### src/hdl/gsip_pkg.sv
`timescale 1ns / 1ps
// ----------------------------------------------------------------------------
// gsip_pkg: shared types and constants for the gamma spinor inner product
// Stage tag, direction type, gamma sign table and accumulator indices.
// ----------------------------------------------------------------------------
package gsip_pkg;

  typedef logic [1:0] dir_t;

  typedef struct packed {
    logic valid;
    logic last;
  } tag_t;

  // sign pair bits: set means the term is subtracted
  localparam int SIGN_A = 0;
  localparam int SIGN_B = 1;

  localparam logic [1:0] SIGN_TAB [4][2] = '{
    '{2'd0, 2'd0},
    '{2'd2, 2'd2},
    '{2'd0, 2'd3},
    '{2'd2, 2'd1}
  };

  localparam int NUM_SUMS     = 4;
  localparam int SUM_PLAIN_RE = 0;
  localparam int SUM_PLAIN_IM = 1;
  localparam int SUM_CROSS_RE = 2;
  localparam int SUM_CROSS_IM = 3;

  function automatic logic [1:0] sign_pair(input dir_t dir, input logic sel);
    return SIGN_TAB[dir][sel];
  endfunction

endpackage

### src/hdl/gsip_combine.sv
`timescale 1ns / 1ps
// ----------------------------------------------------------------------------
// gsip_combine: contribution stage
// Applies conjugate and gamma signs, sums four terms per accumulator.
// ----------------------------------------------------------------------------
module gsip_combine #(
  parameter int SAMPLE_WIDTH = 16,
  localparam int PW = 2 * SAMPLE_WIDTH,
  localparam int CW = PW + 2
) (
  input  logic                  clk,
  input  logic                  rst,
  input  logic                  en,
  input  gsip_pkg::dir_t        mu,
  input  gsip_pkg::tag_t        tag_in,
  input  logic                  sel_in,
  input  logic signed [PW-1:0]  prod [4][4],
  output gsip_pkg::tag_t        tag_out,
  output logic signed [CW-1:0]  contrib [4]
);
  import gsip_pkg::*;

  logic [1:0]           sp;
  logic [3:0]           neg [4];
  logic signed [CW-1:0] term [4][4];
  logic signed [CW-1:0] total [4];

  always_comb begin
    sp = sign_pair(mu, sel_in);
    neg[SUM_PLAIN_RE] = 4'b0000;
    neg[SUM_PLAIN_IM] = 4'b1010;
    neg[SUM_CROSS_RE] = {sp[SIGN_B], sp[SIGN_B], sp[SIGN_A], sp[SIGN_A]};
    neg[SUM_CROSS_IM] = {~sp[SIGN_B], sp[SIGN_B], ~sp[SIGN_A], sp[SIGN_A]};
    for (int s = 0; s < NUM_SUMS; s++) begin
      for (int k = 0; k < 4; k++) begin
        term[s][k] = neg[s][k] ? -CW'(prod[s][k]) : CW'(prod[s][k]);
      end
      total[s] = term[s][0] + term[s][1] + term[s][2] + term[s][3];
    end
  end

  always_ff @(posedge clk) begin
    if (rst) begin
      tag_out <= '0;
    end else if (en) begin
      tag_out <= tag_in;
    end
  end

  always_ff @(posedge clk) begin
    if (en) begin
      contrib <= total;
    end
  end

endmodule

### config.mk
export PLATFORM = sky130hd
export DESIGN_NAME = gsip_combine
export DESIGN_NICKNAME = d
export VERILOG_FILES = /design/src/hdl/gsip_pkg.sv /design/src/hdl/gsip_combine.sv
export SDC_FILE = /design/constraint.sdc
export NUM_CORES = 1
export LEC_CHECK = 0
export ABC_AREA = 1
export BUFFER_PORTS_ARGS = -buffer_cell sky130_fd_sc_hd__buf_2
export CAP_MARGIN = 10
export CELL_PAD_IN_SITES_DETAIL_PLACEMENT = 1
export CELL_PAD_IN_SITES_GLOBAL_PLACEMENT = 2
export CORE_ASPECT_RATIO = 0.5
export CORE_MARGIN = 1.5
export CORE_UTILIZATION = 33
export CTS_CLUSTER_DIAMETER = 100
export DETAILED_ROUTE_END_ITERATION = 8
export GPL_TIMING_DRIVEN = 0
export PLACE_DENSITY_LB_ADDON = 0.12
export REMOVE_ABC_BUFFERS = 1
export SLEW_MARGIN = 40
export SYNTH_ARGS = -nofsm -noshare
export SYNTH_HDL_FRONTEND = slang
export SYNTH_SLANG_ARGS = --single-unit
### constraint.sdc
create_clock -name clk -period 8.3 [get_ports clk]
set_input_delay 0.415 -clock clk [delete_from_list [all_inputs] [get_ports clk]]
set_output_delay 0.415 -clock clk [all_outputs]
set_load 0.01 [all_outputs]
==> results.py <==
metrics = {
    "global_route": {
        "grtUsageMet3_pct": 3.25,
        "grt_usage_pct": 23.6,
        "grt.busiest_layer": "met2",
        "grt_start_max_net_pins": 75,
        "gr-usage-met1_pct": 26.6,
        "antenna_found_initial": 17,
        "grt_pass1_wl_um": 141000,
        "overflow": 0,
        "grt_use_met2_pct": 46.2,
        "grt_pass1_vias": 25800,
    },
    "timing": {
        "setup_viol": 0,
        "fin_tns_setup_ps": 0,
        "drv_slew": 0,
        "tightest_slew_ps": 820,
        "finalCritPeriodShare_pct": 65.1,
        "hold_viol_final": 0,
        "rsz0062_at_grt": "no",
        "min_period_ps": 5400,
        "skew_ps": 0,
        "fmax_mhz": 185,
        "slew_headroom_pct": 44.8,
    },
    "critical_path": {
        "cp_data_arrival_time_ps": 5630,
        "worst_setup_path_end_kind": "register",
        "crit_required_ps": 8530,
        "criticalPathCategory": "input pin to register",
        "path_max_fanout": 74,
        "start_kind": "input pin",
        "rr_worst_depth": 2,
    },
    "floorplan": {
        "start_util_pct": 33.3,
        "dieArea_mm2": 0.0775,
        "die_y_um": 198,
        "die_x_um": 392,
        "io_pins": 658,
        "fp-row-count": 71,
        "core_mm2": 0.0751,
    },
    "drt": {
        "vias": 23800,
        "drc": 0,
        "routed_wl_um": 91900,
        "postRouteAntennaNets": 0,
        "wl_per_cell_um": 18.4,
        "drt_iter0_markers": 709,
        "dr.pass1.iters": 5,
        "via_per_inst": 4.77,
    },
    "placement": {
        "place.port_buffers": 657,
        "gp_congestion": 0.902,
        "post_dp_cell_area_mm2": 0.0295,
        "dp_hpwl_um": 81900,
    },
    "power_and_ir_drop": {
        "p_per_area_mw_per_mm2": 282,
        "ir_drop_mv": 0.174,
        "power_leakage_uw": 0.0149,
    },
    "synthesis": {
        "synth-edff-count": 136,
        "yosysSeqAreaShare_pct": 16.5,
        "syn_inst": 3300,
        "yosys_most_used_dff": "edfxtp_1",
        "avgSynthCellArea_um2": 7.58,
        "yosysWarnings": 0,
        "async_flop_share_pct": 0,
        "ys_types": 68,
        "ys_ff_latch": 138,
        "synth_area_mm2": 0.0250,
    },
    "flow_run": {
        "maxCapViolations": 0,
    },
    "cells_and_area": {
        "multi_input_area_mm2": 0.0183,
        "fin_nets": 4870,
        "synthToLayoutAreaGrowth_pct": 20.4,
        "n_fill_cell": 9491,
        "drive_gt1_share_pct": 19.2,
        "design_area_mm2": 0.0301,
        "seqCellArea_mm2": 0.00412,
    },
    "clock_tree": {
        "clk-insertion-delay-late_ps": 470,
        "postCtsResizedCells": 0,
        "clkSinkCount": 138,
        "clockBufferDepth": 2,
        "h-tree-depth": 4,
        "post_cts_buffers": 0,
        "cts_tree": "built",
        "cts-root-buf": "clkbuf_16",
        "clk_pin_slew_ps": 70,
        "postCtsHoldBufs": 0,
        "numCtsBuffers": 17,
    },
    "hold_path": {
        "hold_depth": 2,
        "hp-class": "input pin to register",
    },
    "status": {
        "status": "complete, no violations",
    },
}
==> layer usage <==
layer  wire length [um]  up-vias
met5                 57        -
met4               1940        8
met3               2860       95
met2              49400      354
met1              37700    11600
li1                   -    11800
==> registers in the layout (all words and copies together) (netlist names) <==
register and flops:
contrib 136, tag_out 2
==> path summary, 6_finish.rpt <==
kind	end	slack, ps	startpoint
setup / recovery	contrib[32]	2900	sel_in
hold / removal	tag_out[0]	110	rst
setup reg to reg	tag_out[1]	7730	tag_out[1]
hold reg to reg	tag_out[0]	470	tag_out[0]
==> kinds of logic (layout without fill, tap and decap cells) <==
| group | Yosys count | after routing | share of synthesized area, % |
|---|---|---|---|
| xor+xnor | 356 | 356 | 12.5 |
| flops | 138 | 138 | 16.5 |
| simple gates | 1261 | 1261 | 21.8 |
| buf+inv | 677 | 1337 | 10.3 |
| fa+ha+maj | 403 | 403 | 28.0 |
| compound gates | 464 | 464 | 10.9 |
| other cells | 0 | 9 | 0 |
| mux | 1 | 1 | 0.0400 |
==> where the power goes <==
part | total, uW | switching [uW] | internal [uW] | leakage [uW]
sequential | 1490 | 85.6 | 1400 | 0.00135
clock | 770 | 359 | 411 | 0.000269
combinational | 6240 | 4000 | 2240 | 0.0132
==> cells in the mapped netlist, types with 6 or more instances <==
library cell  instances  share of area, %
inv_1               642               9.6
nand2_1             558               8.4
nor2_1              388               5.8
fa_1                262                21
xor2_1              249               8.7
a21oi_1             161               3.2
o21ai_0             146               2.9
ha_1                141               7.1
edfxtp_1            136                16
nand3_1             128               2.6
xnor2_1             107               3.7
nor3_1               59               1.2
nand4_1              42               1.1
o21bai_1             27              0.81
nor4_1               26              0.65
a21o_1               22              0.66
a31oi_1              22              0.55
o21ai_1              16              0.32
buf_2                13              0.26
nor2_2               13              0.33
o31ai_1              13              0.39
clkbuf_1             11              0.17
a221oi_1             10              0.35
o21ai_2              10              0.35
nand3b_1              8              0.24
o21a_1                7              0.21
nand2_2               6              0.15
o211ai_1              6              0.18
==> placed cells by master, fill, tap and decap left out, types with 10 or more instances in the layout <==
cell type / synthesis / final
nand3_1: 128 / 128
nor3_1: 59 / 59
nand2_1: 558 / 558
o21ai_1: 16 / 16
nor2_2: 13 / 13
xnor2_1: 107 / 107
nand4_1: 42 / 42
a21oi_1: 161 / 161
xor2_1: 249 / 249
o21bai_1: 27 / 27
o21ai_0: 146 / 146
buf_2: 13 / 656
clkbuf_16: 0 / 17
fa_1: 262 / 262
a31oi_1: 22 / 22
inv_1: 642 / 641
ha_1: 141 / 141
nor2_1: 388 / 388
o31ai_1: 13 / 13
edfxtp_1: 136 / 136
o21ai_2: 10 / 10
nor4_1: 26 / 26
a21o_1: 22 / 22
a221oi_1: 10 / 10
==> stage by stage <==
stage          instances  hold WS, ps  setup slack (ps)  power, uW  util, %
6_report            4991          109              2900       8490     40.1
5_1_grt             4990         86.5              2490       9390     40.1
4_1_cts             4982         79.0              2380       8640     40.0
3_5_place_dp        4950          455              1880       7830     39.3
3_3_place_gp        4947          445               387       7750     39.2
2_1_floorplan       3268          477              2750       5610        -
==> worst max-delay path, cell delays in order <==
cell	delay (ps)
buf_2	140
nand2_8	320
nand2_1	310
nand2_8	310
inv_6	590
o21ai_0	430
o21ai_0	210
xor2_1	140
fa_1	550
inv_1	60
fa_1	540
inv_1	50
ha_1	350
a21o_1	200
inv_1	70
o21ai_0	110
o21bai_1	230
a221oi_1	370
nand2_1	100
nand2_1	70
nand2_1	40
==> area by class of cell <==
type	instances	area share (%)
multi-input combinational	2485	60.9
sequential	138	13.7
timing repair buffer	660	11.2
inverter	645	8.08
tap	1022	4.25
clock buffer	17	1.41
clock inverter	15	0.412
antenna	9	0.0748
(Power assumes the default switching activity.)
