File: src/hdl/gsip_pkg.sv
`timescale 1ns / 1ps
// ----------------------------------------------------------------------------
// gsip_pkg: shared types and constants for the gamma spinor inner product
// Stage tag, direction type, gamma sign table and accumulator indices.
// ----------------------------------------------------------------------------
package gsip_pkg;

  typedef logic [1:0] dir_t;

  typedef struct packed {
    logic valid;
    logic last;
  } tag_t;

  // sign pair bits: set means the term is subtracted
  localparam int SIGN_A = 0;
  localparam int SIGN_B = 1;

  localparam logic [1:0] SIGN_TAB [4][2] = '{
    '{2'd0, 2'd0},
    '{2'd2, 2'd2},
    '{2'd0, 2'd3},
    '{2'd2, 2'd1}
  };

  localparam int NUM_SUMS     = 4;
  localparam int SUM_PLAIN_RE = 0;
  localparam int SUM_PLAIN_IM = 1;
  localparam int SUM_CROSS_RE = 2;
  localparam int SUM_CROSS_IM = 3;

  function automatic logic [1:0] sign_pair(input dir_t dir, input logic sel);
    return SIGN_TAB[dir][sel];
  endfunction

endpackage

File: src/hdl/gsip_accum.sv
`timescale 1ns / 1ps
// ----------------------------------------------------------------------------
// gsip_accum: saturating accumulators
// Four saturating sums and the clip flag; clear after the last request.
// ----------------------------------------------------------------------------
module gsip_accum #(
  parameter int SAMPLE_WIDTH = 16,
  parameter int ACC_WIDTH = 52,
  localparam int CW = 2 * SAMPLE_WIDTH + 2,
  localparam int SW = ((ACC_WIDTH > CW) ? ACC_WIDTH : CW) + 1
) (
  input  logic                        clk,
  input  logic                        rst,
  input  gsip_pkg::tag_t              tag_in,
  input  logic signed [CW-1:0]        contrib [4],
  input  logic                        fin_en,
  output logic                        take,
  output logic                        capture,
  output logic signed [ACC_WIDTH-1:0] sum_next [4],
  output logic                        clip_next
);
  import gsip_pkg::*;

  localparam logic [ACC_WIDTH-1:0] ACC_MAX = {1'b0, {(ACC_WIDTH-1){1'b1}}};
  localparam logic [ACC_WIDTH-1:0] ACC_MIN = {1'b1, {(ACC_WIDTH-1){1'b0}}};

  logic signed [ACC_WIDTH-1:0]  sums [4];
  logic                         clip;
  logic signed [SW-1:0]         wide [4];
  logic [SW-ACC_WIDTH:0]        high [4];
  logic [3:0]                   over;

  always_comb begin
    take    = tag_in.valid && (!tag_in.last || fin_en);
    capture = take && tag_in.last;
    for (int s = 0; s < NUM_SUMS; s++) begin
      wide[s] = SW'(sums[s]) + SW'(contrib[s]);
      high[s] = wide[s][SW-1:ACC_WIDTH-1];
      over[s] = !((high[s] == '0) || (high[s] == '1));
      if (!over[s]) begin
        sum_next[s] = wide[s][ACC_WIDTH-1:0];
      end else if (wide[s][SW-1]) begin
        sum_next[s] = ACC_MIN;
      end else begin
        sum_next[s] = ACC_MAX;
      end
    end
    clip_next = clip || (over != '0);
  end

  always_ff @(posedge clk) begin
    if (rst) begin
      for (int s = 0; s < NUM_SUMS; s++) begin
        sums[s] <= '0;
      end
      clip <= 1'b0;
    end else if (take) begin
      if (tag_in.last) begin
        for (int s = 0; s < NUM_SUMS; s++) begin
          sums[s] <= '0;
        end
        clip <= 1'b0;
      end else begin
        sums <= sum_next;
        clip <= clip_next;
      end
    end
  end

endmodule

File: config.mk
export PLATFORM = sky130hd
export DESIGN_NAME = gsip_accum
export DESIGN_NICKNAME = d
export VERILOG_FILES = /design/src/hdl/gsip_pkg.sv /design/src/hdl/gsip_accum.sv
export SDC_FILE = /design/constraint.sdc
export NUM_CORES = 1
export LEC_CHECK = 0
export BUFFER_PORTS_ARGS = -buffer_cell sky130_fd_sc_hd__buf_4
export CORE_AREA = 3 3 201 203
export CTS_BUF_LIST = sky130_fd_sc_hd__clkbuf_2
export CTS_CLUSTER_SIZE = 10
export DETAILED_ROUTE_END_ITERATION = 12
export DIE_AREA = 0 0 204 206
export GPL_ROUTABILITY_DRIVEN = 0
export PLACE_DENSITY = 0.87
export SYNTH_ARGS = -nofsm -noshare
export SYNTH_HDL_FRONTEND = slang
export SYNTH_SLANG_ARGS = --single-unit
File: constraint.sdc
create_clock -name clk -period 4.6 [get_ports clk]
set_clock_uncertainty 0.2 [all_clocks]
set_input_delay 0.92 -clock clk [delete_from_list [all_inputs] [get_ports clk]]
set_output_delay 0.92 -clock clk [all_outputs]
set_load 0.01 [all_outputs]
==> results.md, run 1 <==
- For this run, the number of Yosys warnings is 0.
- The top-area cell type share of the netlist area is 0.201.
- The flow did not finish.
- The most common cell in the synthesized netlist is sky130_fd_sc_hd__nand2_1.
- The tree is rooted in a sky130_fd_sc_hd__clkbuf_2.
- The buffer depth of the longest clock path is 3.
- The number of cells after detailed placement is 4301.
- The residual overflow from global routing is 16.
- Entering global routing, the biggest net connects 99 pins.
- The terminating stage of the flow is global routing.
- Once detailed placement completed, the half-perimeter wirelength came to 64500 um.
- The commonest cells after synthesis are sky130_fd_sc_hd__nand2_1 (396), sky130_fd_sc_hd__nor2_1 (296), sky130_fd_sc_hd__a21oi_1 (281).
- Row generation in the floorplan step produced 72 rows.
- The biggest area consumer among synthesized cells is sky130_fd_sc_hd__dfxtp_1.
- The first global-routing pass estimated 231000 um of wire.
- The floorplan step set the die width to 204 um.
- The number of nets produced by synthesis is 3228.
- The via count of the first global-routing pass was 38.3k.
- The number of buffers created by CTS is 66.
- For this configuration, the core starts out at a cell density of 0.540.
- The post-synthesis async set-or-reset flop share is 0.
- The CTS H-tree depth is 3.
- After technology mapping, the gate count stands at 2875.
- The count of buffers added on input and output ports is 351.
- The area of the mapped netlist is 20900 um2.
- The first error in the log reads "[ERROR GRT-0116] Global routing finished with congestion. Check the congestion regions in the DRC Viewer".
- A synthesized cell averages 7.26 um2.
- The number of flops mapped to enable cells by yosys is 0.
- The boundary pin count is 352.
- The worst setup slack after placement is -0.767 ns.
- The number of clock sinks is 209.
- For this run, the leading register cell type out of synthesis is sky130_fd_sc_hd__dfxtp_1.
- From bottom edge to top edge, the die measures 206 um.
- The distinct cell type count of the synthesized netlist is 89.
- In the global route stage, overall resource usage came out at 0.712.
- By area the synthesized netlist is led by sky130_fd_sc_hd__dfxtp_1 (20%), sky130_fd_sc_hd__ha_1 (12%), sky130_fd_sc_hd__nand2_1 (7.1%), sky130_fd_sc_hd__a21oi_1 (6.7%), sky130_fd_sc_hd__o21ai_0 (6.1%).
- In this run, synthesis produced a sequential element count of 209.
- The sequential element share of the synthesized area is 0.201.
per-stage QoR:
stage | area [um2] | utilization | setup TNS [ns]
detailed placement | 29200 | 0.755 | -88.45
floorplan | 21000 | - | -2.94
global placement | 29200 | 0.755 | -66.20
CTS | 33900 | 0.877 | -133.65
repair_timing:
action                                 CTS
pin swaps                              211
endpoints found under the hold margin    4
resized for setup                      713
cloned                                  21
setup buffers                          125
setup endpoints to repair              209
hold buffers                             1
routing by layer:
layer / overflow / GRT usage
met2: 6 / 0.896
met3: 0 / 0.552
met5: 0 / 0.255
met4: 10 / 0.718
met1: 0 / 0.696
logic make-up after synthesis:
kind of cell | share of synthesized area
adder cells (fa/ha/maj) | 0.185
buffers and inverters | 0.0429
XOR/XNOR | 0.0841
multiplexers | 0.00102
AO/OA/AOI/OAI | 0.290
AND/OR/NAND/NOR | 0.197
flip-flops | 0.201
==> run 2: changes to the inputs <==
- CORE_AREA: 3 3 201 203 -> 3 3 233 235
- CTS_BUF_LIST: sky130_fd_sc_hd__clkbuf_2 -> unset
- CTS_CLUSTER_SIZE: 10 -> unset
- DIE_AREA: 0 0 204 206 -> 0 0 236 238
- PLACE_DENSITY: 0.87 -> unset
- PLACE_DENSITY_LB_ADDON: unset -> 0.15
- clock period: 4.6 -> 6 ns (I/O delays scaled with it)
==> results.md, run 2 <==
- The estimated wirelength of the detail-placed design is 57000 um (was 64500 um).
- The maximum clock frequency is 0.171 GHz.
- The number of hold violations in the final report came to 0.
- The post-synthesis async set-or-reset flop share is 0 (unchanged).
- The maximum VDD drop is 0.218 mV.
- The distinct cell type count of the synthesized netlist was 89 (unchanged).
- The clock insertion delay at the later pin of the skew report is 0.58 ns.
- The final layout contains routed wiring with a total length of 72500 um.
- The number of flops mapped to enable cells by yosys came to 0 (unchanged).
- The critical path launch point type is a primary input.
- The worst-margin pin slew is 1.03 ns.
- The biggest area consumer among synthesized cells is sky130_fd_sc_hd__dfxtp_1 (unchanged).
- The die extent in y is 238 um (was 206 um).
- The routed length on met2 is 33400 um.
- The number of setup violations in the final report is 0.
- The largest single stage delay on the critical path is 0.39 ns.
- The number of I/O port buffers is 351 (unchanged).
- The top-area cell type share of the netlist area is 0.201 (unchanged).
- The final count of pins violating max slew is 0.
- The initial antenna violation count is 0.
- The number of warnings issued by yosys was 0 (unchanged).
- The routed via count is 22.5k.
- The core footprint is 52400 um2.
- The gate count of the mapped netlist came to 2875 (unchanged).
- The number of buffers created by CTS is 29 (was 66).
- The per-cell routed wire length is 18.5 um.
- The largest registers in the layout are sums (208), clip (1).
- The CTS H-tree depth is 1 (was 3).
- Across every metal layer, demand over resource in global routing totals 0.243.
- The synthesized flop and latch total is 209 (unchanged).
- The total chip power is 0.00734 W.
- The maximum fanout along the worst path is 5.
- The critical path contains buffers and inverters numbering 3 combined.
- The boundary pin count was 352 (unchanged).
- The area of the mapped netlist is 20900 um2 (unchanged).
- After detailed routing, the number of remaining DRC violations is 0.
- The standby leakage power is 11.5 nW.
- The cell type with the highest occurrence count on the critical path is sky130_fd_sc_hd__buf_4.
- The overall die width came to 236 um (was 204 um).
- After detailed routing, the number of vias per cell comes to 5.73.
- The buffer depth of the longest clock path is 3 (unchanged).
- The routed length on met3 is 4130 um.
- The synthesized area divided by synthesized cell count was 7.26 um2 (unchanged).
- The full die area is 56200 um2.
- The cell at the root of the clock tree is sky130_fd_sc_hd__clkbuf_16 (was sky130_fd_sc_hd__clkbuf_2).
- The setup TNS is 0 ns.
- The antenna cell count is 0.
- Signal routing reaches up to met4.
- The first global-routing pass estimated 115000 um of wire.
- The cell row count is 84 (was 72).
- The detailed router put a total of 33300 um of wire on met1.
- The worst-case headroom to the max-slew limit is 0.312.
- The tool flagged a number of max-cap violations equal to 0.
- The number of nets in the layout is 3574.
- The class of the most critical hold timing path is reg -> reg.
- Global routing finished with a remaining overflow of 0.
- The power per unit of standard cell area is 283 nW/um2.
- The number of flip-flops in the largest register is 208.
- The family with the most delay on the worst path is compound AO/OA/AOI/OAI gates.
- Cells taking the most area after synthesis: sky130_fd_sc_hd__dfxtp_1 (20%), sky130_fd_sc_hd__ha_1 (12%), sky130_fd_sc_hd__nand2_1 (7.1%), sky130_fd_sc_hd__a21oi_1 (6.7%), sky130_fd_sc_hd__o21ai_0 (6.1%) (unchanged).
- The smallest clock period supported by the final layout is computed as 5.86 ns.
- The initial cell density of the core was 0.398 (was 0.540).
- The library cells used most frequently in the layout, excluding fill and tap cells, are sky130_fd_sc_hd__buf_4 (455), sky130_fd_sc_hd__nand2_1 (394), sky130_fd_sc_hd__nor2_1 (293).
- The count of nets left with antenna violations once routing finished came out at 0.
- The number of clock sinks was 209 (unchanged).
- The largest individual stage delay along the critical path comes from the cell sky130_fd_sc_hd__o211ai_1.
- In the final layout, the share of cells above drive strength 1 is 0.179.
- The via count of the first global-routing pass is 21.7k.
- In the finished design, the share of the clock period the worst path needs comes to 0.976.
- The setup path with the least slack is of type in -> out.
- The final hold slack is 0.240 ns.
- Data arrives at the worst endpoint at 4.46 ns.
- The cell with the most instances after synthesis is sky130_fd_sc_hd__nand2_1 (unchanged).
- Relative to the synthesized area, the layout overhead comes to 24.1%.
- Walking the worst path, the cells encountered are buf_4 > ha_1 > o21ai_0 > o211ai_1 > nand3_2 > o211ai_1 > a221oi_2 > o31a_1 > o31ai_1 > buf_4 > a31oi_1 > xnor2_1 > maj3_1 > buf_4.
- The most frequently used flop master after synthesis is sky130_fd_sc_hd__dfxtp_1 (unchanged).
- The sequential element share of the synthesized area is 0.201 (unchanged).
- Entering global routing, the biggest net connects 70 pins.
- The register with the highest flop count is sums.
- The CTS tree is built.
- Leading post-synthesis cells by instance count: sky130_fd_sc_hd__nand2_1 (396), sky130_fd_sc_hd__nor2_1 (296), sky130_fd_sc_hd__a21oi_1 (281) (unchanged).
- The number of nets produced by synthesis is 3228 (unchanged).
- The clock input transition at the sequential cells of the worst setup and hold paths is 0.06 ns.
- Run status: complete, no violations (was did not finish).
- The endpoint class of the critical path is a primary output.
- The library cell used most frequently in the layout, excluding fill and tap cells, is sky130_fd_sc_hd__buf_4.
- The number of DRC violations after detailed-routing iteration 0 is 1347.
- The worst endpoint required time is 4.60 ns.
- The first-pass detailed-route iteration total is 6.
- The count of filler cells inserted in the layout is 5197.
## run 2: cell counts after synthesis
Identical to the previous run, type by type.
## run 2: kinds of logic after synthesis
kind of cell               Yosys count  synth area share
xor gates and xnor gates           197            0.0841
buffers and inverters              214            0.0429
and+or+nand+nor                    937             0.197
AOI/OAI and AO/OA                  987             0.290
adders and majority gates          329             0.185
muxes                                2           0.00102
DFF                                209             0.201
## run 2: final timing paths
kind / slack [ns] / end / from / cells after the start
min: 0.24 / sums[14] / sums[14] / 2
min reg2reg: 0.24 / sums[14] / sums[14] / 2
max: 0.14 / sum_next[49] / contrib[2] / 14
max reg2reg: 1.84 / sums[4] / sums[0] / 14
## run 2: cell type report
class,count,area (um2),area share
Clock buffer,38,810,0.0313
Clock inverter,13,149,0.00575
Inverter,63,236,0.00913
Multi-Input combinational cell,2452,16000,0.619
Sequential cell,209,4180,0.162
Tap cell,688,861,0.0332
Timing Repair Buffer,466,3620,0.140
## run 2: metrics by stage
step                      worst slack (ns)  utilization  cells  instance area (um2)
after detailed placement           -0.0551        0.471   3873                24700
final                                0.142        0.494   3929                25900
after global placement              -0.106        0.471   3873                24700
after floorplan                      0.484            -   2875                20900
after CTS                           0.0195        0.490   3924                25700
after global routing              -0.00659        0.494   3929                25900
## run 2: where the power goes
| group | internal (W) | switching [W] | total (W) |
|---|---|---|---|
| registers | 0.00152 | 0.0000816 | 0.00160 |
| logic | 0.00171 | 0.00224 | 0.00395 |
| clock network | 0.00107 | 0.000714 | 0.00178 |
| total | 0.00430 | 0.00304 | 0.00734 |
## run 2: repair_timing
action,in CTS,in global routing
gates cloned,0,0
hold buffers,0,0
setup buffers,0,5
pin swaps,0,8
endpoints found under the hold margin,0,0
resized for setup,3,37
setup endpoints to repair,6,162
## run 2: worst reg2reg max path, delay by kind of cell, from the launching register on
family / cells / cell delay [ns]
AOI/OAI and AO/OA: 6 / 1.87
DFF: 1 / 0.33
muxes: 1 / 0.23
buffers and inverters: 2 / 0.45
and+or+nand+nor: 3 / 0.44
adders and majority gates: 2 / 0.58
## run 2: per-layer routing
metal  vias up  track usage
li1      11100            -
met1     10600        0.332
met2       729        0.412
met3       107       0.0299
met4         0       0.0559
met5         -            0
Power figures use the tool's default switching activity.
