## config.mk

```make
export PLATFORM = sky130hd
export DESIGN_NAME = gsip_finish
export DESIGN_NICKNAME = d
export VERILOG_FILES = /design/src/hdl/gsip_pkg.sv /design/src/hdl/gsip_finish.sv
export SDC_FILE = /design/constraint.sdc
export NUM_CORES = 1
export LEC_CHECK = 0
export ABC_AREA = 1
export BUFFER_PORTS_ARGS = -buffer_cell sky130_fd_sc_hd__buf_2
export CAP_MARGIN = 30
export CORE_MARGIN = 1
export CORE_UTILIZATION = 35
export CTS_CLUSTER_SIZE = 24
export DETAILED_ROUTE_END_ITERATION = 8
export PLACE_DENSITY = 0.56
export SYNTH_ARGS = -nofsm -noshare
export SYNTH_HDL_FRONTEND = slang
export SYNTH_SLANG_ARGS = --single-unit
```

## constraint.sdc

```tcl
create_clock -name clk -period 19.25 [get_ports clk]
set_input_delay 2.8875 -clock clk [delete_from_list [all_inputs] [get_ports clk]]
set_output_delay 2.8875 -clock clk [all_outputs]
set_load 0.05 [all_outputs]
```

## src/hdl/gsip_pkg.sv

```systemverilog
`timescale 1ns / 1ps
// ----------------------------------------------------------------------------
// gsip_pkg: shared types and constants for the gamma spinor inner product
// Stage tag, direction type, gamma sign table and accumulator indices.
// ----------------------------------------------------------------------------
package gsip_pkg;

  typedef logic [1:0] dir_t;

  typedef struct packed {
    logic valid;
    logic last;
  } tag_t;

  // sign pair bits: set means the term is subtracted
  localparam int SIGN_A = 0;
  localparam int SIGN_B = 1;

  localparam logic [1:0] SIGN_TAB [4][2] = '{
    '{2'd0, 2'd0},
    '{2'd2, 2'd2},
    '{2'd0, 2'd3},
    '{2'd2, 2'd1}
  };

  localparam int NUM_SUMS     = 4;
  localparam int SUM_PLAIN_RE = 0;
  localparam int SUM_PLAIN_IM = 1;
  localparam int SUM_CROSS_RE = 2;
  localparam int SUM_CROSS_IM = 3;

  function automatic logic [1:0] sign_pair(input dir_t dir, input logic sel);
    return SIGN_TAB[dir][sel];
  endfunction

endpackage

```

## src/hdl/gsip_finish.sv

```systemverilog
`timescale 1ns / 1ps
// ----------------------------------------------------------------------------
// gsip_finish: result stage
// Holds the final sums, applies the gamma negate or times minus i, and
// drives the result register.
// ----------------------------------------------------------------------------
module gsip_finish #(
  parameter int ACC_WIDTH = 52
) (
  input  logic                        clk,
  input  logic                        rst,
  input  logic                        capture,
  input  logic signed [ACC_WIDTH-1:0] sum_in [4],
  input  logic                        clip_in,
  input  logic                        dir_odd,
  input  logic                        out_ready,
  output logic                        fin_en,
  output logic                        out_valid,
  output logic signed [ACC_WIDTH-1:0] plain_re,
  output logic signed [ACC_WIDTH-1:0] plain_im,
  output logic signed [ACC_WIDTH-1:0] gamma_re,
  output logic signed [ACC_WIDTH-1:0] gamma_im,
  output logic                        saturated
);
  import gsip_pkg::*;

  localparam logic [ACC_WIDTH-1:0] ACC_MAX = {1'b0, {(ACC_WIDTH-1){1'b1}}};
  localparam logic [ACC_WIDTH-1:0] ACC_MIN = {1'b1, {(ACC_WIDTH-1){1'b0}}};

  logic                        held;
  logic signed [ACC_WIDTH-1:0] hold_sum [4];
  logic                        hold_clip;
  logic                        hold_odd;
  logic                        en_out;
  logic                        re_min;
  logic                        im_min;
  logic signed [ACC_WIDTH-1:0] neg_re;
  logic signed [ACC_WIDTH-1:0] neg_im;
  logic signed [ACC_WIDTH-1:0] gamma_re_next;
  logic signed [ACC_WIDTH-1:0] gamma_im_next;
  logic                        saturated_next;

  always_comb begin
    en_out = !out_valid || out_ready;
    fin_en = !held || en_out;
    re_min = hold_sum[SUM_CROSS_RE] == ACC_MIN;
    im_min = hold_sum[SUM_CROSS_IM] == ACC_MIN;
    neg_re = re_min ? ACC_MAX : -hold_sum[SUM_CROSS_RE];
    neg_im = im_min ? ACC_MAX : -hold_sum[SUM_CROSS_IM];
    if (hold_odd) begin
      gamma_re_next  = hold_sum[SUM_CROSS_IM];
      gamma_im_next  = neg_re;
      saturated_next = hold_clip || re_min;
    end else begin
      gamma_re_next  = neg_re;
      gamma_im_next  = neg_im;
      saturated_next = hold_clip || re_min || im_min;
    end
  end

  always_ff @(posedge clk) begin
    if (rst) begin
      held      <= 1'b0;
      out_valid <= 1'b0;
    end else begin
      if (fin_en) begin
        held <= capture;
      end
      if (en_out) begin
        out_valid <= held;
      end
    end
  end

  always_ff @(posedge clk) begin
    if (capture) begin
      hold_sum  <= sum_in;
      hold_clip <= clip_in;
      hold_odd  <= dir_odd;
    end
    if (en_out && held) begin
      plain_re  <= hold_sum[SUM_PLAIN_RE];
      plain_im  <= hold_sum[SUM_PLAIN_IM];
      gamma_re  <= gamma_re_next;
      gamma_im  <= gamma_im_next;
      saturated <= saturated_next;
    end
  end

endmodule
```

==> results of run 1 <==
==> worst max path at each step <==
stage | start | to | slack (ps) | cells after the start
after floorplan | out_ready | gamma_im[0]$_DFFE_PP_ | 5460 | 2
after global placement | out_ready | fin_en | 12930 | 4
after detailed placement | out_ready | fin_en | 12930 | 4
final | out_ready | fin_en | 12930 | 4
after global routing | out_ready | fin_en | 12910 | 4
after CTS | out_ready | fin_en | 12920 | 4
==> state kept, by name (all words and copies together) (netlist names), 52 cells and up <==
name,flops
hold_sum,208
plain_re,52
gamma_re,52
plain_im,52
gamma_im,52
==> cell families (layout without fill, tap and decap cells) <==
kind of cell,Yosys count,in the layout,synth area share
other,0,2,0
and+or+nand+nor,855,855,0.2061
adders and majority gates,2,2,0.001431
xor gates and xnor gates,33,33,0.01653
AOI/OAI and AO/OA,59,59,0.02197
DFF,421,421,0.7220
buffers and inverters,137,622,0.03199
==> worst max-delay path: stages <==
cell	delay [ps]
buf_2	100
inv_1	110
nand3_1	110
buf_2	230
==> routing by layer <==
layer | global-route usage | up-vias
met1 | 0.2341 | 5717
met3 | 0.07731 | 110
met2 | 0.3161 | 564
met4 | 0.06605 | 30
li1 | - | 6015
met5 | 0 | -
==> through the flow <==
stage / util / hold slack, ps / worst slack, ps / power (mW)
finish: 0.4450 / 409.1 / 12930 / 2.252
global route: 0.4449 / 419.3 / 12910 / 2.331
CTS: 0.4449 / 414.2 / 12920 / 2.278
detailed placement: 0.4142 / 404.5 / 12930 / 1.396
global placement: 0.4142 / 400.7 / 12930 / 1.393
floorplan: - / 400.3 / 5460 / 1.305
==> area by class of cell <==
| class | instances | share of cell area |
|---|---|---|
| inverter | 107 | 0.01836 |
| multi-input combinational | 949 | 0.1972 |
| sequential | 421 | 0.5771 |
| tap | 664 | 0.03799 |
| antenna | 2 | 0.0002288 |
| clock buffer | 55 | 0.05555 |
| timing repair buffer | 432 | 0.1002 |
| clock inverter | 28 | 0.01339 |
==> power by group <==
group          internal [mW]  total [mW]  switching [mW]
logic                 0.0633       0.250           0.187
registers               1.09        1.13          0.0371
clock network          0.509       0.876           0.367
total                   1.66        2.25           0.591
==> Yosys cell counts (all sizes together) <==
master	n
nor2	247
dfxtp	2
or2	3
nand2	462
clkbuf	10
o21ai	18
a31oi	11
inv	107
ha	2
a21oi	3
xor2	22
buf	20
nor3	1
o21bai	18
nand3b	1
nand4	8
edfxtp	419
o21a	9
nand3	132
nor4	1
xnor2	11
==> cells in the final DEF (no fill, tap or decap), types with 14 or more instances in the layout <==
cell,n
buf_2,423
nand2_1,456
nor2_1,233
xor2_1,22
clkbuf_16,46
inv_1,105
nand3_2,21
nand3_1,111
o21ai_0,14
edfxtp_1,419
o21bai_1,18
==> impl_metrics.toml, run 1 <==
[synth]
synth_area_leaders = "edfxtp_1 72%, nand2_1 9.8%, nor2_1 5.0%"
synth_cell_types = 33
syn-num-nets = 1723
avgSynthCellArea_sq_um = 11.60
synth_top_cell_area_share = 0.7197
synth.largest_area_cell = "edfxtp_1"
yosysWarnings = 0
synthCells = 1507
ys_seq_elements = 421
syn_area_sq_um = 17480
yosysSeqAreaShare = 0.7220

[clocking]
postCtsSetupBuffers = 0
numCtsBuffers = 45
clk_path_buf_depth = 3
cts.clk_slew.worst_paths_ps = 60
cts_num_sinks = 421
cts_repair_resize_count = 0
clk_latency_ps = 580
ctsHoldBuffers = 0
cts_tree = "done"
root_buffer = "clkbuf_16"
h-tree-depth = 2

[detailed_routing]
topRoutingLayerUsed = "met5"
drtAntennaViolNets = 0
drtIter0Drc = 774
dr.pass1.iters = 6
wirelength_um = 50150
drc = 0
wl_met3_um = 5532
wl_met2_um = 23340
via_per_inst = 4.679
routed-via-count = 12440
wl_per_cell_um = 18.87
wl_met1_um = 19650

[global_route]
grt_max_degree = 91
gr-total-overflow = 0
antenna_found_initial = 17
grt_usage = 0.1945
grt_pass1_wl_um = 72630
grt_pass1_vias = 12170

[floorplanning]
chipHeight_um = 225.5
initial_core_util = 0.3557
pin_count = 425
core_sq_um = 49150
dieWidth_um = 225.5
rows = 81
die_area_sq_um = 50850

[placement]
dp_cells = 2573
port_buffers = 424
place_area_sq_um = 20360
dp_hpwl_um = 38140
finalWeightedCongestion = 0.9349

[sta]
relSlewSlack = 0.4093
fmax_mhz = 158.1
slew_violations = 0
rsz0062_at_grt = "false"
tns_ps = 0
skew_ps = 19.63
worst_pin_slew_ps = 886.0
final_hold_viol_count = 0
fin_crit_ps = 6325
setup_viol = 0
fin_crit_sh = 0.3286

[cells_and_area]
fill_cells = 4621
nets = 2172
design_area_sq_um = 21870
syn2layout_area_growth_pct = 25.10
drive_gt1_frac = 0.2781
multiInputGateArea_sq_um = 4313
fin_cells = 2658
ff_latch_area_sq_um = 12620

[worst_setup_path]
crit_arrival_ps = 3440
startpoint_type = "input pin"
r2r_cells = 4
crit_path_max_fanout = 3
endpoint_kind = "primary output"
r2r-end = "gamma_re[28]$_DFFE_PP_"
r2r-start = "held$_SDFFE_PP0P_"
path_class = "in -> out"
regToRegSetupSlack_ps = 16070
crit_required_ps = 16360

[power_and_ir_drop]
power_density_nw_per_um2 = 102.9
vdd_drop_max_mv = 0.08873
p_leak_nw = 8.915

[outcome]
status = "finished, final reports clean"

[worst_hold_path]
min_from = "hold_sum[160]$_DFFE_PP_"
min_path_cells = 0
min_path_type = "reg -> reg"
hold-path-endpoint = "plain_re[4]$_DFFE_PP_"

[run]
cap_violations = 0
No activity file was read; power rests on OpenSTA's default activity.
==> inputs of run 2 (changes only) <==
--- a/config.mk
+++ b/config.mk
@@ -5,14 +5,14 @@
 export SDC_FILE = /design/constraint.sdc
 export NUM_CORES = 1
 export LEC_CHECK = 0
-export ABC_AREA = 1
+export ABC_AREA = 0
 export BUFFER_PORTS_ARGS = -buffer_cell sky130_fd_sc_hd__buf_2
 export CAP_MARGIN = 30
 export CORE_MARGIN = 1
 export CORE_UTILIZATION = 35
 export CTS_CLUSTER_SIZE = 24
 export DETAILED_ROUTE_END_ITERATION = 8
-export PLACE_DENSITY = 0.56
+export PLACE_DENSITY = 0.59
 export SYNTH_ARGS = -nofsm -noshare
 export SYNTH_HDL_FRONTEND = slang
 export SYNTH_SLANG_ARGS = --single-unit
==> constraint.sdc (replaced) <==
create_clock -name clk -period 5.3 [get_ports clk]
set_input_delay 0.795 -clock clk [delete_from_list [all_inputs] [get_ports clk]]
set_output_delay 0.795 -clock clk [all_outputs]
set_load 0.05 [all_outputs]
==> run 2 against run 1 <==
Sequential cell count is the same. Final cell count fell by 23%. Critical path type is now reg -> reg. Non-clock buffer count up 9. Highest routed layer unchanged.
==> impl_metrics.toml, run 2 <==
[outcome]
status = "finished, final reports clean"

[synth]
avgSynthCellArea_sq_um = 16.65
synthTopCellsByCount = "419 x edfxtp_1, 74 x nand2_1, 60 x xnor2_1"
yosysSeqAreaShare = 0.7890
synthCells = 961
synth_cell_types = 43
ys_seq_elements = 421
yosysWarnings = 0
synthFlopType = "edfxtp_1"
synth.largest_area_cell = "edfxtp_1"
synth_edf_count = 419
syn-num-nets = 1177
synth_area_leaders = "edfxtp_1 79%, xnor2_1 3.3%, o22a_1 3.0%"
syn_area_sq_um = 16000
synthMostInstantiatedCell = "edfxtp_1"
synth_top_cell_area_share = 0.7865
synthArstFlopShare = 0

[worst_setup_path]
path_class = "reg -> reg"
startpoint_type = "register"
crit_required_ps = 5710
crit_top_cell = "a21oi_1"
path_cells = "or4_1, or3_1, or4_4, o41ai_4, buf_4, a21oi_1, a21oi_1"
critPathLaunch = "hold_sum[16]$_DFFE_PP_"
crit_path_max_incr_delay_ps = 710
r2r_cells = 7
crit_path_max_fanout = 49
crit_family = "simple AND/OR/NAND/NOR gates"
crit_arrival_ps = 4090
crit_buf_inv = 1
endpoint_kind = "register"
critPathSlowestCell = "or4_4"
path_depth = 7
r2r-start = "hold_sum[16]$_DFFE_PP_"

[cells_and_area]
largest-register = "hold_sum"
nets = 1633
largest_reg_flops = 208
final_common_cell = "buf_2"
ff_latch_area_sq_um = 12620
drive_gt1_frac = 0.3595
multiInputGateArea_sq_um = 3228
design_area_sq_um = 20400
syn2layout_area_growth_pct = 27.54
final_cell_mix = "423 x buf_2, 419 x edfxtp_1, 74 x nand2_1, 60 x xnor2_1, 54 x o22a_1"
fill_cells = 3943

[detailed_routing]
dr.pass1.iters = 5
drtAntennaViolNets = 0
via_per_inst = 4.935
drtIter0Drc = 733
wl_per_cell_um = 21.53
routed-via-count = 10110
drc = 0
wirelength_um = 44110

[sta]
hold_slack_ps = 390.4
layout_setup_ws_ps = 1617
setup_viol = 0
tns_ps = 0
worst_pin_slew_ps = 904.8
fin_crit_ps = 3683
rsz0062_at_grt = "false"
slew_violations = 0
final_hold_viol_count = 0
relSlewSlack = 0.3912
skew_ps = 24.69
fmax_mhz = 271.5
fin_crit_sh = 0.6950

[clocking]
postCtsSetupBuffers = 0
clk_latency_ps = 570
clk_path_buf_depth = 3
root_buffer = "clkbuf_16"
cts_num_sinks = 421
h-tree-depth = 2
numCtsBuffers = 45
cts.clk_slew.worst_paths_ps = 60
cts_tree = "done"
ctsHoldBuffers = 0
cts_repair_resize_count = 0

[worst_hold_path]
min_path_cells = 1
min_from = "sum_in[179]"
min_path_type = "in -> reg"

[placement]
port_buffers = 424
dp_slack_ps = 1681
dp_hpwl_um = 30950
finalWeightedCongestion = 0.8512
place_area_sq_um = 18930

[power_and_ir_drop]
vdd_drop_max_mv = 0.3152
p_leak_nw = 7.380
power_density_nw_per_um2 = 391.2

[floorplanning]
pin_count = 425
chipHeight_um = 215.8
dieWidth_um = 215.8
rows = 77
die_area_sq_um = 46570
core_sq_um = 44610
initial_core_util = 0.3586

[global_route]
grt_pass1_vias = 10460
grt_usage = 0.1874
grt_max_degree = 114
grt_pass1_wl_um = 64840
antenna_found_initial = 13
gr-total-overflow = 0

[run]
cap_violations = 0
==> run 2: worst paths after layout <==
| check | to | slack, ps |
|---|---|---|
| worst max-delay path | gamma_im[20]$_DFFE_PP_ | 1620 |
| worst min-delay path | hold_sum[179]$_DFFE_PP_ | 390 |
| worst max register to register | gamma_im[20]$_DFFE_PP_ | 1620 |
| worst min register to register | plain_re[36]$_DFFE_PP_ | 410 |
==> run 2: per-stage QoR <==
step	total power, mW	utilization	instances
floorplan	4.652	-	961
global placement	4.977	0.4238	1960
detailed placement	4.988	0.4244	1961
CTS	8.070	0.4568	2043
global route	8.260	0.4573	2047
finish	7.982	0.4574	2049
==> run 2: kinds of logic (layout without fill, tap and decap cells) <==
logic type      Yosys count  count (layout)  synth area share
simple gates            286             286           0.09104
other cells               0               5                 0
buf+inv                  41             532           0.01025
mux                       7               7          0.004849
fa+ha+maj                 2               2          0.001564
flops                   421             421            0.7890
xor+xnor                 88              88           0.04818
compound gates          116             116           0.05514
==> run 2: power breakdown <==
part	internal [mW]	switching, mW
sequential	3.95	0.131
combinational	0.237	0.596
clock	1.75	1.32
==> run 2: final cells by class <==
class / count / area share
Multi-Input combinational cell: 499 / 0.1582
Antenna cell: 5 / 0.0006132
Sequential cell: 421 / 0.6186
Tap cell: 592 / 0.03630
Timing Repair Buffer: 441 / 0.1139
Inverter: 9 / 0.001656
Clock buffer: 51 / 0.05734
Clock inverter: 31 / 0.01337
==> run 2: routing by layer <==
layer | vias to the layer above | track usage | wire [um]
met5 | - | 0 | 97
li1 | 4658 | - | -
met3 | 80 | 0.06596 | 4238
met2 | 465 | 0.3039 | 21020
met4 | 16 | 0.06643 | 1112
met1 | 4893 | 0.2312 | 17640
==> inputs of run 3 (changes only) <==
==> constraint.sdc (replaced) <==
create_clock -name clk -period 3.2 [get_ports clk]
set_input_delay 0.48 -clock clk [delete_from_list [all_inputs] [get_ports clk]]
set_output_delay 0.48 -clock clk [all_outputs]
set_load 0.05 [all_outputs]
==> run 3 against run 2 <==
Register-to-register slack lost 1500 ps. Highest routed layer unchanged. Maximum frequency grew 18%. Largest power group unchanged. Sequential share of layout area shrank 1.6 points.
==> impl_metrics.toml, run 3 (synthesis gave the netlist of run 2 again) <==
[floorplanning]
dieWidth_um = 215.8
initial_core_util = 0.3586
core_sq_um = 44610
chipHeight_um = 215.8
die_area_sq_um = 46570
rows = 77
pin_count = 425

[detailed_routing]
dr.pass1.iters = 5
via_per_inst = 4.960
drtIter0Drc = 652
routed-via-count = 10330
drc = 0
wirelength_um = 45230
drtAntennaViolNets = 0
wl_per_cell_um = 21.72

[placement]
finalWeightedCongestion = 0.9074
port_buffers = 424
dp_hpwl_um = 32540

[clocking]
clk_latency_ps = 570
cts.clk_slew.worst_paths_ps = 60
clk_path_buf_depth = 3
cts_tree = "done"
cts_num_sinks = 421
root_buffer = "clkbuf_16"
h-tree-depth = 2
numCtsBuffers = 45

[worst_setup_path]
startpoint_type = "register"
critPathSlowestCell = "or4_1"
crit_required_ps = 3520
r2r-end = "gamma_im[29]$_DFFE_PP_"
crit_arrival_ps = 3440
r2r-start = "hold_sum[17]$_DFFE_PP_"
r2r_cells = 8
path_class = "reg -> reg"
crit_path_max_incr_delay_ps = 580
regToRegSetupSlack_ps = 80
path_cells = "or4_1, or3_1, buf_4, or4_1, buf_4, nor4_1, xnor2_1, o22a_1"
endpoint_kind = "register"
crit_path_max_fanout = 15

[sta]
tns_ps = 0
fmax_mhz = 320.7
fin_crit_ps = 3118
worst_pin_slew_ps = 707.7
slew_violations = 0
relSlewSlack = 0.5238
setup_viol = 0
skew_ps = 15.01
fin_crit_sh = 0.9744
final_hold_viol_count = 0

[cells_and_area]
ff_latch_area_sq_um = 12630
fill_cells = 3923
final_cell_mix = "423 x buf_2, 419 x edfxtp_1, 74 x nand2_1, 60 x xnor2_1, 54 x o22a_1"
nets = 1670
syn2layout_area_growth_pct = 30.86
largest-register = "hold_sum"
final_common_cell = "buf_2"
multiInputGateArea_sq_um = 3274
drive_gt1_frac = 0.3835
largest_reg_flops = 208

[worst_hold_path]
min_path_type = "in -> reg"
min_from = "sum_in[133]"
min_path_cells = 1
hold-path-endpoint = "hold_sum[133]$_DFFE_PP_"

[outcome]
status = "finished, final reports clean"

[global_route]
grt_max_degree = 99
grt_usage = 0.1927
gr-total-overflow = 0
grt_pass1_wl_um = 66470
antenna_found_initial = 8
grt_pass1_vias = 10630

[power_and_ir_drop]
p_leak_nw = 7.657
total_power_mw = 13.78
vdd_drop_max_mv = 0.5585
power_density_nw_per_um2 = 658.3

[run]
cap_violations = 0
## run 3: cell count changes in the layout (fill, tap and decap cells not counted), sizes merged
cell    delta
buf       +36
clkinv     -6
bufinv     +7
bufbuf     +1
inv        -1
diode      -3
## run 3: layout make-up
cell class | instances | area share
inverter | 9 | 0.001614
timing repair buffer | 478 | 0.1277
clock inverter | 31 | 0.02020
antenna | 2 | 0.0002391
multi-input combinational | 499 | 0.1564
tap | 592 | 0.03538
sequential | 421 | 0.6031
clock buffer | 51 | 0.05534
## run 3: critical path: cells and delay by family (launching register included)
family	cells	cell delay, ps
and+or+nand+nor	4	1750
DFF	1	410
buffers and inverters	2	420
xor gates and xnor gates	1	110
AOI/OAI and AO/OA	1	170
## run 3: per-layer routing
| layer | wire length [um] | vias up | track usage |
|---|---|---|---|
| met5 | 31 | - | 0 |
| met4 | 1307 | 4 | 0.07305 |
| met3 | 4435 | 85 | 0.06512 |
| met2 | 21470 | 483 | 0.3091 |
| met1 | 17990 | 5024 | 0.2406 |
| li1 | - | 4735 | - |
## run 3: what timing repair did
item | 4_1_cts | 5_1_grt
hold buffers | 0 | 0
setup endpoints to repair | 1 | 11
buffers inserted | 1 | 0
resized for setup | 0 | 7
gates cloned | 1 | 0
pin swaps | 1 | 0
## run 3: worst max path at each step
| stage | start | to |
|---|---|---|
| finish | hold_sum[17]$_DFFE_PP_ | gamma_im[29]$_DFFE_PP_ |
| global route | hold_sum[17]$_DFFE_PP_ | gamma_im[51]$_DFFE_PP_ |
| CTS | hold_sum[11]$_DFFE_PP_ | saturated$_DFFE_PP_ |
| detailed placement | hold_sum[11]$_DFFE_PP_ | gamma_im[51]$_DFFE_PP_ |
| global placement | hold_sum[11]$_DFFE_PP_ | gamma_im[25]$_DFFE_PP_ |
| floorplan | out_valid$_SDFFE_PP0N_ | gamma_im[0]$_DFFE_PP_ |
## run 3: power by group
| part | switching [mW] | leakage (nW) | internal [mW] |
|---|---|---|---|
| Clock | 2.16 | 0.764 | 3.42 |
| Combinational | 1.01 | 2.87 | 0.435 |
| Sequential | 0.221 | 4.02 | 6.54 |
| Total | 3.39 | 7.66 | 10.4 |
## run 3: metrics by stage
stage	area [sq um]	utilization	std cells	hold slack, ps	setup WS [ps]
3_5_place_dp	19270	0.4320	1997	404.5	9.012
2_1_floorplan	16020	-	961	400.3	-855.4
5_1_grt	20930	0.4692	2081	47.89	-1.152
6_report	20940	0.4693	2083	81.10	81.91
4_1_cts	20890	0.4683	2081	37.64	23.91
3_3_place_gp	19270	0.4320	1997	400.1	97.11
